===== config.mk =====
export PLATFORM = sky130hd
export DESIGN_NAME = bmrs_ram
export DESIGN_NICKNAME = d
export VERILOG_FILES = /design/src/sv/bmrs_ram.sv
export SDC_FILE = /design/constraint.sdc
export NUM_CORES = 2
export LEC_CHECK = 0
export BUFFER_PORTS_ARGS = -buffer_cell sky130_fd_sc_hd__buf_2
export CAP_MARGIN = 20
export CORE_ASPECT_RATIO = 1.5
export CORE_MARGIN = 10
export CORE_UTILIZATION = 50
export DETAILED_ROUTE_END_ITERATION = 12
export PLACE_DENSITY = 0.65
export SLEW_MARGIN = 0
export SYNTH_ARGS = -nofsm -noshare
export SYNTH_HDL_FRONTEND = slang
export SYNTH_SLANG_ARGS = --single-unit

===== constraint.sdc =====
create_clock -name clock -period 10 [get_ports clock]
set_input_delay 1.5 -clock clock [delete_from_list [all_inputs] [get_ports clock]]
set_output_delay 1.5 -clock clock [all_outputs]
set_load 0.02 [all_outputs]

===== src/sv/bmrs_ram.sv =====
// Generic single-write, single-read RAM with a registered read port.
// No dependencies.
`timescale 1ns / 1ps

module bmrs_ram #(
   parameter int WIDTH = 64,
   parameter int DEPTH = 64,
   localparam int AW   = (DEPTH > 1) ? $clog2(DEPTH) : 1
) (
   input  logic             clock,
   input  logic             wr_en,
   input  logic [AW-1:0]    wr_addr,
   input  logic [WIDTH-1:0] wr_data,
   input  logic             rd_en,
   input  logic [AW-1:0]    rd_addr,
   output logic [WIDTH-1:0] rd_data
);

   logic [WIDTH-1:0] mem_ff [DEPTH];
   logic [WIDTH-1:0] rd_data_ff;

   always_ff @(posedge clock) begin
      if (wr_en) begin
         mem_ff[wr_addr] <= wr_data;
      end
      if (rd_en) begin
         rd_data_ff <= mem_ff[rd_addr];
      end
   end

   assign rd_data = rd_data_ff;

endmodule


After elaboration in Yosys (flattened, before gate mapping)

Memories as Yosys holds them, arrays and structs flattened. A register that Yosys moved wholly into a read port is not among the register bits.
Cells that the tools add are included.
Widths: inputs -> output; s select.

Bits in registers: 0
Memory bits (writable): 4,096
Input port bits: 79
Output and inout bits: 64
Word-level logic and storage cells: 3
Memories kept: 1

Muxes and demuxes: 2

Memory list:

| name   | words | bits a word | rd ports | clocked after memory_dff | write ports | RTL line | text |
|---|---|---|---|---|---|---|---|
| mem_ff | 64    | 64          | 1        | 1                        | 1           | 19       | `logic [WIDTH-1:0] mem_ff [DEPTH];` |

Operator list:

| kind   | number |
|---|---|
| $mux 1 | 2 |

Longest topological paths before layout

Depth after elaboration: 2
Mapped depth: 9
Gate-level depth less buffers: 5

Worst setup path before layout

No wires, ideal clock.

Path type: input port to flip-flop
Start: input port wr_addr[3]
End: memory mem_ff[48][0], enable pin
Setup time: 0.564 ns
Data arrival time: 6.372 ns
Data required time: 9.436 ns
Slack: 3.064 ns
Stages: 4
Buffers on the path: 1
Cells stage by stage: clkbuf_1 -> nor2b_1 -> nand4b_1 -> nor3_1

RTL lines:

| item        | RTL line | text |
|---|---|---|
| from (decl) | 12       | `input logic [AW-1:0] wr_addr,` |
| to (decl)   | 19       |  |

No word-level cell before the write port.

==> results.py <==
metrics = {
    "run_status": {
        "status": "completed",
    },
    "logic_synthesis": {
        "async_flop_share": 0,
        "syn_inst": 6598,
        "synth_top_family_by_area": "multiplexers",
        "syn-cell-area_um2": 157000,
        "syn_nets": 6677,
        "synth_compound_area_frac": 0.02467,
        "syn-mean-instance-area_um2": 23.79,
        "yosysTopAreaCell": "edfxtp_1",
        "synth-simple-area-share": 0.01235,
        "dominantRegCellSynth": "edfxtp_1",
        "synth.distinct_cells": 32,
        "synth_xor_area_frac": 0,
        "yosysMostFrequentCell": "edfxtp_1",
        "yosysTopAreaCellShare": 0.7957,
        "synthTopCellsByCount": "edfxtp_1, mux4_2, buf_2, a22oi_1, clkbuf_1",
        "ys_seq_elements": 4160,
        "ys_top_cells_by_area": "edfxtp_1, mux4_2, mux2i_1, a22oi_1, buf_2",
        "yosys-mux-area-fraction": 0.1555,
        "yosys.area_share.adder": 0,
        "synth-edff-count": 4160,
        "ys_seq_area_frac": 0.7957,
        "yosys_warnings": 0,
    },
    "grt": {
        "grt_pass1_wl_um": 603100,
        "grt_max_degree": 125,
        "grtUsageTotal": 0.2512,
        "grt.overflow.total": 0,
        "antenna_found_initial": 51,
        "grt_pass1_vias": 76940,
    },
    "placement": {
        "place_area_um2": 163500,
        "io_buffers": 142,
        "post-dp-hpwl_um": 240200,
        "pre_cts_ws_ns": 4.652,
        "gp_congestion": 0.7784,
    },
    "sta": {
        "period_share": 0.4469,
        "min_period_ns": 4.469,
        "report.final.hold_viol_count": 0,
        "rsz0062_at_grt": "false",
        "worstMarginPinSlew_ns": 1.249,
        "maxSlewViolCount": 0,
        "fmax_ghz": 0.2238,
        "hold_slack_ns": 0.8592,
        "skew_ns": 0.07208,
        "fin_ws_ns": 5.531,
        "setup_viol": 0,
        "slew-limit-headroom": 0.1676,
        "setup_tns_ns": 0,
    },
    "clocking": {
        "clkLatencyLatePin_ns": 0.94,
        "clockBufferDepth": 4,
        "ctsResizeCount": 0,
        "cts_buffers": 378,
        "cts_tree": "yes",
        "postCtsHoldBufs": 0,
        "cts_setup_buffers": 0,
        "clock_sinks": 4160,
        "cts.reportedPaths.clkPinSlew_ns": 0.07,
        "clockRootBuffer": "clkbuf_16",
        "htree_levels": 5,
    },
    "drt": {
        "routed_via_density": 6.602,
        "wl_per_cell_um": 37.53,
        "drc_errors": 0,
        "drt-initial-drc-count": 9987,
        "final_antenna_net_count": 0,
        "firstDrtPassIters": 5,
        "vias": 75650,
        "drt-total-wl_um": 430000,
    },
    "worst_setup_path": {
        "crit_chain": "buf_8 -> buf_12 -> buf_4 -> mux4_2 -> mux2i_1 -> nand2_1 -> a31oi_1 -> a211oi_1",
        "slowest_stage": "buf_4",
        "required_ns": 10.61,
        "crit_type": "in -> reg",
        "cp-start-kind": "input pin",
        "cp.arrival_ns": 5.07,
        "r2r_cells": 5,
        "slowest_delay_ns": 0.88,
        "reg2reg_from": "mem_ff[42][22]",
        "r2r_slack_ns": 7.74,
        "worstSetupEndpointType": "register",
        "r2r-end": "rd_data[22]",
        "path_max_fanout": 124,
    },
    "layout": {
        "drive_gt1_frac": 0.2777,
        "area_growth_pct": 12.15,
        "regArea_um2": 124900,
        "multi_input_area_um2": 30790,
        "final_area_um2": 176100,
        "finalCoreUtilization": 0.5640,
        "finalNetCount": 7054,
        "fillers": 22560,
    },
    "floorplan": {
        "core_area_um2": 312200,
        "start_util": 0.5029,
        "die_x_um": 477.5,
        "die_area_um2": 337300,
        "die_h_um": 706.3,
        "rows": 251,
        "ios": 143,
    },
    "min_path": {
        "hp-class": "in -> reg",
        "hold_start": "wr_data[18]",
        "holdPathEnd": "mem_ff[1][18]",
        "min_path_cells": 1,
    },
    "pwr": {
        "p_per_area_nw_per_um2": 200.9,
        "p_leak_nw": 54.47,
        "ir_drop_v": 0.0002093,
    },
    "run": {
        "cap_violations": 0,
    },
}
==> critical path, delay by kind of cell <==
family                 cells  cell delay, ns
and+or+nand+nor            1            0.11
buffers and inverters      3            1.98
AOI/OAI and AO/OA          2            0.47
muxes                      2            0.65
==> cells by family (layout without fill, tap and decap cells) <==
| group | after synthesis | after routing |
|---|---|---|
| DFF | 4160 | 4160 |
| other | 0 | 13 |
| AOI/OAI and AO/OA | 504 | 504 |
| and+or+nand+nor | 386 | 386 |
| muxes | 1159 | 1159 |
| buffers and inverters | 389 | 1062 |
==> how the worst max path moves through the flow <==
stage | start | to | slack, ns | cells after the start
floorplan | wr_addr[3] | mem_ff[48][0] | 3.06 | 4
global placement | rd_addr[2] | rd_data[36] | 4.68 | 7
detailed placement | rd_addr[2] | rd_data[15] | 4.65 | 8
CTS | rd_addr[2] | rd_data[22] | 5.62 | 8
global route | rd_addr[2] | rd_data[54] | 5.44 | 8
finish | rd_addr[2] | rd_data[54] | 5.53 | 8
==> metal layers <==
metal	routed length [um]	vias to the layer above	share of wire	GRT usage
met5	138	-	0.00032	0
li1	-	29250	-	-
met3	39650	913	0.092	0.04392
met2	218400	4083	0.51	0.4254
met4	16770	22	0.039	0.08556
met1	155000	41380	0.36	0.3316
==> layout make-up <==
| type | instances | share of cell area |
|---|---|---|
| antenna | 13 | 0.0001848 |
| clock buffer | 464 | 0.05628 |
| clock inverter | 212 | 0.01197 |
| inverter | 19 | 0.0004051 |
| multi-input combinational | 2049 | 0.1749 |
| sequential | 4160 | 0.7095 |
| tap | 4174 | 0.02966 |
| timing repair buffer | 367 | 0.01713 |
==> through the flow <==
step,total power [W],std cells
after floorplan,0.02068,6598
after global placement,0.02138,10740
after detailed placement,0.02142,10750
after CTS,0.03557,11420
after global routing,0.03631,11450
final,0.03537,11460
==> where the power goes <==
part | internal (W) | leakage, nW | switching (W)
combinational | 0.000602 | 11.1 | 0.00104
sequential | 0.0193 | 37.5 | 0.0000641
clock | 0.00797 | 5.85 | 0.00635
==> placed cells by master (no fill, tap or decap), types with 29 or more instances in the layout <==
cell       synthesis  routed
edfxtp_1        4160    4160
mux4_2          1024    1024
clkbuf_16          0     384
buf_4             34     181
a22oi_1          168     168
buf_2            170     138
mux2i_1          135     135
a22o_1            88      88
o22ai_1           83      83
clkbuf_1         140      80
clkinv_1           0      77
nor2_4             0      65
and3_1            64      64
clkinv_2           0      64
a211oi_1          63      63
nand2_1           58      55
nor2_1           112      47
nand3_1           45      45
buf_12             0      44
o221ai_1          38      38
bufinv_16          0      35
or3_1             29      29
==> state kept, by name, summed over array words and instances, names as in the netlist <==
| name | count |
|---|---|
| rd_data | 64 |
| mem_ff | 4096 |
(Power assumes the default switching activity.)
